File: src/hdl/ookd_pkg.sv
// shared types and constants for the four-pulse ook bit decoder
package ookd_pkg;

    localparam int unsigned PULSE_W = 16;
    localparam int unsigned BITS_W  = 7;
    localparam int unsigned CODE_W  = 64;
    localparam int unsigned TAG_W   = 8;
    localparam int unsigned PCT_W   = 7;
    // short/long time times percent, 65535 * 127 fits
    localparam int unsigned PROD_W  = 23;
    localparam int unsigned IDX_W   = 3;
    localparam int unsigned WDATA_W = 16;
    localparam int unsigned PCT_DIV = 100;

    // register indexes on the write port
    localparam logic [IDX_W-1:0] IDX_TARGET = 3'd0;
    localparam logic [IDX_W-1:0] IDX_SHORT  = 3'd1;
    localparam logic [IDX_W-1:0] IDX_LONG   = 3'd2;
    localparam logic [IDX_W-1:0] IDX_TOL    = 3'd3;
    localparam logic [IDX_W-1:0] IDX_TAG    = 3'd4;

    // reset values of the registers
    localparam logic [BITS_W-1:0]  RST_TARGET = 7'd32;
    localparam logic [PULSE_W-1:0] RST_SHORT  = 16'd275;
    localparam logic [PULSE_W-1:0] RST_LONG   = 16'd1375;
    localparam logic [PCT_W-1:0]   RST_TOL    = 7'd20;
    localparam logic [TAG_W-1:0]   RST_TAG    = 8'd0;
    localparam logic [PROD_W-1:0]  RST_PROD_S = 23'd5500;
    localparam logic [PROD_W-1:0]  RST_PROD_L = 23'd27500;

    localparam logic STATUS_OK   = 1'b0;
    localparam logic STATUS_FAIL = 1'b1;

    typedef struct packed {
        logic [BITS_W-1:0]  target_bits;
        logic [PULSE_W-1:0] short_time;
        logic [PULSE_W-1:0] long_time;
        logic [PROD_W-1:0]  prod_short;
        logic [PROD_W-1:0]  prod_long;
        logic [TAG_W-1:0]   tag;
    } cfg_t;

    typedef struct packed {
        logic               emit;
        logic               status;
        logic [CODE_W-1:0]  code;
        logic [BITS_W-1:0]  bits;
        logic [TAG_W-1:0]   tag;
    } res_t;

    // |d - t| < floor(prod / 100)  <=>  100 * (|d - t| + 1) <= prod
    function automatic logic near_time(input logic [PULSE_W-1:0] d,
                                       input logic [PULSE_W-1:0] t,
                                       input logic [PROD_W-1:0]  prod);
        logic [PULSE_W-1:0] diff;
        logic [PULSE_W:0]   diff_p1;
        logic [PROD_W:0]    lhs;
        diff    = (d > t) ? (d - t) : (t - d);
        diff_p1 = {1'b0, diff} + 17'd1;
        lhs     = (PROD_W+1)'(diff_p1) * (PROD_W+1)'(PCT_DIV);
        return lhs <= {1'b0, prod};
    endfunction

endpackage

File: src/hdl/ookd_cfg.sv
// configuration registers and tolerance products
module ookd_cfg (
    input  logic                        aclk,
    input  logic                        aresetn,
    input  logic                        cfg_we,
    input  logic [ookd_pkg::IDX_W-1:0]  cfg_index,
    input  logic [ookd_pkg::WDATA_W-1:0] cfg_wdata,
    output ookd_pkg::cfg_t              cfg
);
    import ookd_pkg::*;

    logic [BITS_W-1:0]  target_reg;
    logic [PULSE_W-1:0] short_reg, short_next;
    logic [PULSE_W-1:0] long_reg, long_next;
    logic [PCT_W-1:0]   tol_reg, tol_next;
    logic [TAG_W-1:0]   tag_reg;
    logic [PROD_W-1:0]  prod_s_reg, prod_s_next;
    logic [PROD_W-1:0]  prod_l_reg, prod_l_next;

    // products follow the new register values in the same cycle as the write
    always_comb begin
        short_next = (cfg_we && cfg_index == IDX_SHORT) ? cfg_wdata : short_reg;
        long_next  = (cfg_we && cfg_index == IDX_LONG)  ? cfg_wdata : long_reg;
        tol_next   = (cfg_we && cfg_index == IDX_TOL)   ? cfg_wdata[PCT_W-1:0] : tol_reg;
        prod_s_next = PROD_W'(short_next) * PROD_W'(tol_next);
        prod_l_next = PROD_W'(long_next) * PROD_W'(tol_next);
    end

    always_ff @(posedge aclk) begin
        if (!aresetn) begin
            target_reg <= RST_TARGET;
            short_reg  <= RST_SHORT;
            long_reg   <= RST_LONG;
            tol_reg    <= RST_TOL;
            tag_reg    <= RST_TAG;
            prod_s_reg <= RST_PROD_S;
            prod_l_reg <= RST_PROD_L;
        end else begin
            short_reg  <= short_next;
            long_reg   <= long_next;
            tol_reg    <= tol_next;
            prod_s_reg <= prod_s_next;
            prod_l_reg <= prod_l_next;
            if (cfg_we && cfg_index == IDX_TARGET) begin
                target_reg <= cfg_wdata[BITS_W-1:0];
            end
            if (cfg_we && cfg_index == IDX_TAG) begin
                tag_reg <= cfg_wdata[TAG_W-1:0];
            end
        end
    end

    assign cfg.target_bits = target_reg;
    assign cfg.short_time  = short_reg;
    assign cfg.long_time   = long_reg;
    assign cfg.prod_short  = prod_s_reg;
    assign cfg.prod_long   = prod_l_reg;
    assign cfg.tag         = tag_reg;

endmodule

File: src/hdl/ookd_dec.sv
// capture state and group decode, one pulse per cycle while step is high
module ookd_dec (
    input  logic                         aclk,
    input  logic                         aresetn,
    input  logic                         step,
    input  logic [ookd_pkg::PULSE_W-1:0] pulse,
    input  logic                         last,
    input  ookd_pkg::cfg_t               cfg,
    output ookd_pkg::res_t               res
);
    import ookd_pkg::*;

    logic [1:0]         phase_reg, phase_next;
    logic [PULSE_W-1:0] held_reg [3];
    logic [CODE_W-1:0]  code_reg, code_next;
    logic [BITS_W-1:0]  bits_reg, bits_next;
    logic               halted_reg, halted_next;
    logic               rep_reg, rep_next;
    logic               active;
    logic               hi_ok, bit0, bit1;

    always_comb begin
        phase_next  = phase_reg;
        code_next   = code_reg;
        bits_next   = bits_reg;
        halted_next = halted_reg;
        rep_next    = rep_reg;
        res         = '0;
        res.tag     = cfg.tag;
        res.bits    = bits_reg;

        active = !rep_reg && !halted_reg && (bits_reg < cfg.target_bits);
        hi_ok  = near_time(held_reg[0], cfg.short_time, cfg.prod_short) &&
                 near_time(held_reg[2], cfg.short_time, cfg.prod_short);
        bit0   = near_time(held_reg[1], cfg.short_time, cfg.prod_short) &&
                 near_time(pulse, cfg.long_time, cfg.prod_long);
        bit1   = near_time(held_reg[1], cfg.long_time, cfg.prod_long) &&
                 near_time(pulse, cfg.short_time, cfg.prod_short);

        if (step) begin
            if (active) begin
                if (phase_reg != 2'd3) begin
                    phase_next = phase_reg + 2'd1;
                end else begin
                    phase_next = 2'd0;
                    if (hi_ok && (bit0 || bit1)) begin
                        code_next = {code_reg[CODE_W-2:0], !bit0};
                        bits_next = bits_reg + 7'd1;
                    end else begin
                        halted_next = 1'b1;
                    end
                end
            end

            res.bits = bits_next;
            if (!rep_next && !halted_next && bits_next >= cfg.target_bits) begin
                rep_next   = 1'b1;
                res.emit   = 1'b1;
                res.status = STATUS_OK;
                res.code   = code_next;
            end else if (last && !rep_next) begin
                res.emit   = 1'b1;
                res.status = STATUS_FAIL;
            end

            if (last) begin
                phase_next  = 2'd0;
                code_next   = '0;
                bits_next   = '0;
                halted_next = 1'b0;
                rep_next    = 1'b0;
            end
        end
    end

    always_ff @(posedge aclk) begin
        if (!aresetn) begin
            phase_reg  <= 2'd0;
            code_reg   <= '0;
            bits_reg   <= '0;
            halted_reg <= 1'b0;
            rep_reg    <= 1'b0;
        end else begin
            phase_reg  <= phase_next;
            code_reg   <= code_next;
            bits_reg   <= bits_next;
            halted_reg <= halted_next;
            rep_reg    <= rep_next;
        end
    end

    // first three pulses of a group, always written before use
    always_ff @(posedge aclk) begin
        if (step && active && phase_reg != 2'd3) begin
            held_reg[phase_reg] <= pulse;
        end
    end

endmodule

File: src/hdl/ook_four_pulse_bit_decoder.sv
// top level of the four-pulse ook bit decoder
//
// input channel s_*: one transfer per captured pulse, s_tdata carries the
// duration in microseconds and s_tlast marks the final pulse of a capture.
// result channel m_*: at most one transfer per pulse, a success result once
// the configured bit count is reached, or a failure result at the end of a
// capture that did not succeed.
// config port: cfg_we / cfg_index / cfg_wdata write one register per cycle,
// index 0 target bits, 1 short time, 2 long time, 3 tolerance percent,
// 4 protocol tag; write only between pulses, new values apply to the next one.
// a pulse is registered in the input register, then decoded into the result
// register that drives m_tvalid and m_tdata.
// throughput: one pulse per cycle while the receiver does not stall, limited
// by the single decode stage that updates the capture state for each pulse.
// reset (aresetn low, synchronous) restores register defaults and clears the
// capture state; both channels come up empty.
// when the receiver stalls the result waits in the output register; one more
// pulse is held in the input register, then s_tready drops.
module ook_four_pulse_bit_decoder (
    input  logic                          aclk,
    input  logic                          aresetn,
    // config write port
    input  logic                          cfg_we,
    input  logic [ookd_pkg::IDX_W-1:0]    cfg_index,
    input  logic [ookd_pkg::WDATA_W-1:0]  cfg_wdata,
    // pulse input
    input  logic                          s_tvalid,
    output logic                          s_tready,
    input  logic [15:0]                   s_tdata,  // [15:0] pulse_us
    input  logic                          s_tlast,  // last_pulse
    // decode results
    output logic                          m_tvalid,
    input  logic                          m_tready,
    // [0] status, [64:1] frame_code, [71:65] bit_total, [79:72] protocol_out
    output logic [79:0]                   m_tdata
);
    import ookd_pkg::*;

    cfg_t cfg;
    res_t res;

    logic               in_valid_reg;
    logic [PULSE_W-1:0] in_pulse_reg;
    logic               in_last_reg;
    logic               advance;
    logic               out_valid_reg;
    logic [79:0]        out_data_reg;

    ookd_cfg u_cfg (
        .aclk      (aclk),
        .aresetn   (aresetn),
        .cfg_we    (cfg_we),
        .cfg_index (cfg_index),
        .cfg_wdata (cfg_wdata),
        .cfg       (cfg)
    );

    // held pulse moves on when the output register has room for a result
    assign advance  = !out_valid_reg || m_tready;
    assign s_tready = !in_valid_reg || advance;

    ookd_dec u_dec (
        .aclk    (aclk),
        .aresetn (aresetn),
        .step    (in_valid_reg && advance),
        .pulse   (in_pulse_reg),
        .last    (in_last_reg),
        .cfg     (cfg),
        .res     (res)
    );

    // input register
    always_ff @(posedge aclk) begin
        if (!aresetn) begin
            in_valid_reg <= 1'b0;
        end else if (s_tready) begin
            in_valid_reg <= s_tvalid;
        end
    end

    always_ff @(posedge aclk) begin
        if (s_tready && s_tvalid) begin
            in_pulse_reg <= s_tdata;
            in_last_reg  <= s_tlast;
        end
    end

    // output register
    always_ff @(posedge aclk) begin
        if (!aresetn) begin
            out_valid_reg <= 1'b0;
        end else if (advance) begin
            out_valid_reg <= in_valid_reg && res.emit;
        end
    end

    always_ff @(posedge aclk) begin
        if (advance && in_valid_reg && res.emit) begin
            out_data_reg <= {res.tag, res.bits, res.code, res.status};
        end
    end

    assign m_tvalid = out_valid_reg;
    assign m_tdata  = out_data_reg;

endmodule
File: config.mk
export PLATFORM = sky130hd
export DESIGN_NAME = ook_four_pulse_bit_decoder
export DESIGN_NICKNAME = d
export VERILOG_FILES = /design/src/hdl/ookd_pkg.sv /design/src/hdl/ookd_cfg.sv /design/src/hdl/ookd_dec.sv /design/src/hdl/ook_four_pulse_bit_decoder.sv
export SDC_FILE = /design/constraint.sdc
export NUM_CORES = 2
export LEC_CHECK = 0
export ABC_CLOCK_PERIOD_IN_PS = 16900
export BUFFER_PORTS_ARGS = -buffer_cell sky130_fd_sc_hd__buf_2
export CELL_PAD_IN_SITES_DETAIL_PLACEMENT = 0
export CELL_PAD_IN_SITES_GLOBAL_PLACEMENT = 1
export CORE_MARGIN = 3
export CORE_UTILIZATION = 30
export DETAILED_ROUTE_END_ITERATION = 12
export GPL_TIMING_DRIVEN = 0
export PLACE_DENSITY_LB_ADDON = 0.1
export SKIP_LAST_GASP = 1
export SYNTH_ARGS = -nofsm -noshare
export SYNTH_HDL_FRONTEND = slang
export SYNTH_SLANG_ARGS = --single-unit
File: constraint.sdc
create_clock -name aclk -period 16.9 [get_ports aclk]
set_input_delay 0.845 -clock aclk [delete_from_list [all_inputs] [get_ports aclk]]
set_output_delay 0.845 -clock aclk [all_outputs]
set_load 0.005 [all_outputs]
Word level (Yosys, flattened, before mapping)

Memories as Yosys holds them, arrays and structs flattened.
Cells that the tools add are included.

Bitwise operators: 1
Eq/ne operators: 5
$add $sub $neg: 20
Mux-type cells: 34
Order comparisons: 14
Reduce and logical (&&, ||, !) cells: 36
$mul: 8

Operator list:

| kind                                                                  | count |
|---|---|
| 64-bit 2-to-1 mux                                                     | 5 |
| 16-bit subtractor                                                     | 12 |
| 24-bit by 23-bit less-or-equal comparator with 1-bit output           | 6 |
| 17-bit by 5-bit multiplier with 22-bit output (second input constant) | 6 |
| 16-bit 2-to-1 mux                                                     | 8 |
| 16-bit by 1-bit adder with 17-bit output (second input constant)      | 6 |
| 16-bit greater-than comparator                                        | 6 |
| 73-bit 2-to-1 mux                                                     | 1 |
| 16-bit by 7-bit multiplier with 23-bit output                         | 2 |
| 7-bit 2-to-1 mux                                                      | 6 |
| 1-bit logical AND                                                     | 20 |
| 2-bit 2-to-1 mux                                                      | 5 |
| 1-bit 2-to-1 mux                                                      | 9 |
| 7-bit by 1-bit adder with 7-bit output (second input constant)        | 1 |
| 7-bit greater-or-equal comparator                                     | 1 |
| 7-bit less-than comparator                                            | 1 |
| 3-bit by 2-bit == test with 1-bit output (second input constant)      | 2 |
| 1-bit zero test                                                       | 6 |
| 2-bit AND reduction                                                   | 3 |
| 2-bit nonzero test                                                    | 2 |
| 3-bit by 1-bit == test with 1-bit output (second input constant)      | 1 |
| 3-bit == test (second input constant)                                 | 1 |
| 3-bit zero test                                                       | 1 |
| 1-bit logical OR                                                      | 3 |
| other kinds (4)                                                       | 4 |

Output and inout bits: 82
Register bits after elaboration: 274
Memories kept: 1
Input port bits: 41
Word-level logic and storage cells: 138
Bits in writable memories: 48

Memories:

| name           | words | bits a word | read ports | clocked after Yosys merged registers in | write ports | RTL line       | source |
|---|---|---|---|---|---|---|---|
| u_dec.held_reg | 3     | 16          | 3          | 0                                       | 1           | ookd_dec.sv:14 | `logic [PULSE_W-1:0] held_reg [3];` |

Logic depth before layout (Yosys ltp)

An unclocked memory read counts as a cell.

Word-level depth: 19
Depth in mapped cells: 57
Depth with buffers taken out: 52

Modules after synthesis

From an unflattened synthesis, not the netlist that was laid out.

Cell total of the unflattened synthesis: 5000
Area, all modules: 42430.7 um^2

Modules (own cells, without submodules):

| module                     | seq. area each (um^2) | cells an instance | times used | area each (um^2) |
|---|---|---|---|---|
| ookd_dec                   | 2942.8                | 3729              | 1          | 29275.6 |
| ookd_cfg                   | 2001.9                | 1161              | 1          | 10129.7 |
| ook_four_pulse_bit_decoder | 2952.8                | 110               | 1          | 3025.4 |

Worst setup path after synthesis

No wires, ideal clock.

Kind: reg2reg
Start point: register u_cfg.short_reg[9]
End point: register out_data_reg[0], in the netlist m_tdata[0], enable pin
Slack: 1511 ps
Data arrival time: 14844 ps
Cell stages (with the launch flop): 56
Library setup time: 545 ps
Data required time: 16355 ps
Period minus slack after synthesis: 15389 ps
Path buffers: 5
Cells stage by stage: dfxtp_1 inv_1 ha_1 clkbuf_1 and3_1 nand3_1 a211oi_1 o21ai_2 clkbuf_1 nand2_1 nand2_1 inv_1 ha_1 nand3_1 nor3_1 inv_1 or4_1 xnor2_1 [... 20 more ...] nor4_1 nand2_1 nor2_1 buf_2 mux2_2 ha_1 nor2b_1 o21a_1 o21a_1 o21a_1 o21a_1 o31ai_1 a21oi_1 nor2b_1 a31oi_1 clkbuf_1 buf_1 a21oi_1

Longest elaborated chain between the ends: 18
Elaborated cells on any way between the ends: 48
Classes of those cells: add/sub: 12; mul: 4; order compare: 9; mux: 14; reduce/logical: 9

Ends and longest elaborated chain:

| what                                                                                      | RTL line                         | source |
|---|---|---|
| from (decl)                                                                               | ookd_cfg.sv:13                   | `logic [PULSE_W-1:0] short_reg, short_next;` |
| from (signal assigned)                                                                    | ookd_cfg.sv:39                   | `short_reg <= short_next;` |
| 16-bit subtractor / 16-bit greater-than comparator (equally long branches)                | ookd_pkg.sv:58                   | `diff = (d > t) ? (d - t) : (t - d);` |
| 16-bit 2-to-1 mux                                                                         | ookd_pkg.sv:58                   |  |
| 16-bit by 1-bit adder with 17-bit output                                                  | ookd_pkg.sv:59                   | `diff_p1 = {1'b0, diff} + 17'd1;` |
| 17-bit by 5-bit multiplier with 22-bit output                                             | ookd_pkg.sv:60                   | `lhs = (PROD_W+1)'(diff_p1) * (PROD_W+1)'(PCT_DIV);` |
| 24-bit by 23-bit less-or-equal comparator with 1-bit output                               | ookd_pkg.sv:61                   | `return lhs <= {1'b0, prod};` |
| 1-bit logical AND (on tied branches)                                                      | ookd_dec.sv:35, ookd_dec.sv:37   |  |
| 1-bit logical OR                                                                          | ookd_dec.sv:46                   | `if (hi_ok && (bit0 \|\| bit1)) begin` |
| 1-bit logical AND (*)                                                                     | ookd_dec.sv:46                   |  |
| parallel branches: the longest is 6 deep, another holds 7-bit greater-or-equal comparator | --                               |  |
| 1-bit logical AND (*)                                                                     | ookd_dec.sv:56                   | `if (!rep_next && !halted_next && bits_next >= cfg.target_bits) begin` |
| 2-bit 2-to-1 mux (*)                                                                      | ookd_dec.sv:56                   |  |
| 73-bit 2-to-1 mux (*)                                                                     | ookd_dec.sv:40                   | `if (step) begin` |
| 1-bit logical AND (*)                                                                     | ook_four_pulse_bit_decoder.sv:98 | `if (advance && in_valid_reg && res.emit) begin` |
| to (signal assigned)                                                                      | ook_four_pulse_bit_decoder.sv:99 | `out_data_reg <= {res.tag, res.bits, res.code, res.status};` |
| to (decl)                                                                                 | ook_four_pulse_bit_decoder.sv:47 | `logic [79:0] out_data_reg;` |

Mark *: on every way between the ends. The select of a mux whose other input is x is not followed.
A chain may end at the register's enable or synchronous reset.

Worst setup path after layout

Start point: register u_cfg.short_reg[10]
End point: register out_data_reg[20], in the netlist m_tdata[20], enable pin

Same word-level chain as after synthesis.

==> results.yml <==
floorplan:
  initial_utilization_pct: 30.3
  die_y_um: 390
  io_pins: 123
  die_x_um: 390
  rows: 140
  dieArea_um2: 152000
  core-area_um2: 146000
setup_path:
  critPathMaxFanout: 29
  path_common_cell: "ha_1"
  crit_path_end_kind: "register"
  regToRegSetupSlack_ns: 1.15
  critPathLaunch: "u_cfg.short_reg[10]$_SDFF_PN0_"
  r2r-end: "m_tdata[20]$_SDFFCE_PN0P_"
  crit_path_top_delay_cell: "dfxtp_1"
  cp_data_arrival_time_ns: 16.10
  reg2reg_from: "u_cfg.short_reg[10]$_SDFF_PN0_"
  required_ns: 17.25
  crit_path_end: "m_tdata[20]$_SDFFCE_PN0P_"
  startpoint_type: "register"
  cpPeakStageDelay_ns: 0.80
  r2r_cells: 58
  crit_type: "register to register"
sta:
  period_needed_ns: 15.75
  grt_setup_unrepaired: "false"
  slew_headroom_pct: 10.6
  worstMarginPinSlew_ns: 1.34
  fin_crit_sh_pct: 93.2
  fin_skew_ns: 0.0631
  fmax_mhz: 63.5
  fin_ws_ns: 1.15
  setup_viol: 0
  slew_viol_final: 0
  hold_viol_final: 0
  hold_ws_ns: 0.411
power_and_ir_drop:
  p_int_mw: 3.19
  switching_share_pct: 50.5
  power_frac_clock_pct: 15.5
  leakagePower_nw: 21.9
  p_per_area_nw_per_um2: 131
  p_sw_mw: 3.25
  ir_worst_vdd_v: 0.000108
  seqPwrFrac_pct: 13.5
  combPwrFrac_pct: 71.0
placed_design:
  pre_cts_slack_ns: -0.294
  dp_hpwl_mm: 135
  place_area_um2: 47400
  dp_cells: 7345
  gp_congestion: 0.932
  numPortBuffers: 119
global_routing:
  grt_pass1_vias: 38900
  antenna_found_initial: 7
  grt_use_total_pct: 21.3
  grt_overflow: 0
  grt_max_degree: 30
  grt_first_pass_wirelength_mm: 249
synthesis:
  ys_warn_count: 0
  synth_cells: 5305
  syn_area_per_cell_um2: 8.34
  ys.flop_type: "dfxtp_1"
  async_reset_ff_share_pct: 0
  synthAdderAreaFrac_pct: 30.9
  synth-simple-area-share_pct: 17.9
  synth_xor_xnor_area_share_pct: 6.44
  synth_cell_types: 101
  synth_seq_area_share_pct: 17.8
  synth_top_family_by_area: "adder cells"
  synth_area_um2: 44200
  ys_ff_latch: 322
  synth-compound-area-share_pct: 17.8
  synth_edf_count: 145
  synth_mux_area_share_pct: 1.91
  synth_nets: 6306
finish:
  largest_reg_flops: 80
  utilization_pct: 33.6
  area_growth_pct: 10.9
  fin_cells: 7444
  fillers: 15700
  nets: 6492
  drive_gt1_share_pct: 6.28
  stdcell_area_um2: 49100
clocking:
  clk_latency_ns: 0.65
  h-tree-depth: 2
  cts_tree: "done"
  root_buffer: "clkbuf_16"
  postCtsHoldBufs: 0
  cts_sinks: 322
  cts-buffers-inserted: 45
  path_clk_slew_ns: 0.06
  clockBufferDepth: 3
detailed_routing:
  drc: 0
  routed_via_density: 5.17
  wire_per_inst_um: 22.0
  drtIter0Drc: 2081
  num_vias: 38500
  antenna_left: 0
  drt_pass1_iterations: 5
  wl_mm: 164
min_path:
  hold_path_class: "primary input to register"
job:
  cap_violations: 0
status:
  status: "completed"
final cells by class:
class	count	area, um2	share of cell area [%]
repair buffers	139	807	1.64
well taps	1917	2400	4.89
flip-flops and latches	322	7900	16.1
diodes	1	2.50	0.00510
clock inverters	29	354	0.722
plain buffers	226	888	1.81
multi-input cells	4145	33200	67.7
inverters	612	2320	4.73
clock buffers	53	1170	2.38
power by group through the flow:
stage          logic (mW)  registers, mW  clock network [mW]
2_1_floorplan        3.31          0.873                   0
3_3_place_gp         4.59          0.887                   0
3_5_place_dp         4.60          0.885                   0
4_1_cts              4.64          0.869                1.03
5_1_grt              5.27          0.872                1.06
6_report             4.57          0.869               0.997
cell families (layout without fill, tap and decap cells):
| kind of cell | Yosys count | after routing |
|---|---|---|
| and+or+nand+nor | 1582 | 1582 |
| AOI/OAI and AO/OA | 1199 | 1199 |
| adders and majority gates | 960 | 960 |
| buffers and inverters | 838 | 1059 |
| xor gates and xnor gates | 323 | 323 |
| DFF | 322 | 322 |
| muxes | 81 | 81 |
| other | 0 | 1 |
worst min path at each step:
stage                                  start               endpoint  slack [ns]  depth (start not counted)
2_1_floorplan  u_cfg.tag_reg[0]$_SDFFE_PN0P_  m_tdata[72]$_DFFE_PP_        0.41                          0
3_3_place_gp   u_cfg.tag_reg[4]$_SDFFE_PN0P_  m_tdata[76]$_DFFE_PP_        0.42                          0
3_5_place_dp   u_cfg.tag_reg[4]$_SDFFE_PN0P_  m_tdata[76]$_DFFE_PP_        0.42                          0
4_1_cts                              s_tlast  in_last_reg$_DFFE_PP_        0.36                          1
5_1_grt                              s_tlast  in_last_reg$_DFFE_PP_        0.39                          1
6_report                             s_tlast  in_last_reg$_DFFE_PP_        0.41                          1
stage by stage:
| step | power (mW) | TNS, ns |
|---|---|---|
| 2_1_floorplan | 4.19 | 0 |
| 3_3_place_gp | 5.47 | -648.57 |
| 3_5_place_dp | 5.49 | -16.03 |
| 4_1_cts | 6.54 | 0 |
| 5_1_grt | 7.20 | 0 |
| 6_report | 6.44 | 0 |
Yosys cell counts, types with 70 or more instances:
master | instances | area share, %
a211oi_1 | 104 | 1.8
a21o_1 | 153 | 2.6
a21oi_1 | 283 | 3.2
clkbuf_1 | 190 | 1.6
dfxtp_1 | 177 | 8.0
edfxtp_1 | 145 | 9.8
fa_1 | 222 | 10
ha_1 | 738 | 21
inv_1 | 612 | 5.2
nand2_1 | 411 | 3.5
nand3_1 | 287 | 3.2
nor2_1 | 304 | 2.6
nor2b_1 | 70 | 0.99
nor3_1 | 82 | 0.93
o211ai_1 | 89 | 1.5
o21ai_0 | 243 | 2.7
xnor2_1 | 192 | 3.8
xor2_1 | 130 | 2.6
repair_timing:
item | in CTS | in global routing
resized for setup | 2 | 16
setup endpoints to repair | 68 | 99
pin swaps | 0 | 0
setup buffers | 0 | 16
routing by layer:
metal / GRT usage (%) / part of all wire [%]
met5: 0 / 0
met4: 6.06 / 3.0
met3: 1.87 / 3.4
met2: 37.1 / 48
met1: 28.2 / 46
layout by cell type (no fill, tap or decap), drive strengths merged, types with 30 or more instances in the layout:
cell / netlist / layout
and3: 37 / 37
ha: 738 / 738
and2: 64 / 64
dfxtp: 177 / 177
or2: 33 / 33
nand3: 287 / 287
xor2: 130 / 130
a21o: 153 / 153
nand2b: 36 / 36
nor2b: 70 / 70
o21a: 63 / 63
nor4: 30 / 30
mux2i: 57 / 57
inv: 612 / 609
nand2: 412 / 412
or4: 69 / 69
buf: 35 / 173
edfxtp: 145 / 145
a21oi: 285 / 285
o211ai: 89 / 89
nor2: 304 / 304
nor3: 83 / 83
clkbuf: 191 / 245
xnor2: 193 / 193
nand4: 63 / 63
a211oi: 106 / 106
o21ai: 259 / 259
fa: 222 / 222
critical path, delay by kind of cell (launching register included):
| kind | cells | cell delay, ns |
|---|---|---|
| xor gates and xnor gates | 1 | 0.24 |
| DFF | 1 | 0.80 |
| muxes | 1 | 0.41 |
| and+or+nand+nor | 17 | 4.31 |
| AOI/OAI and AO/OA | 18 | 4.17 |
| adders and majority gates | 8 | 2.60 |
| buffers and inverters | 13 | 2.85 |
(Power assumes the default switching activity.)
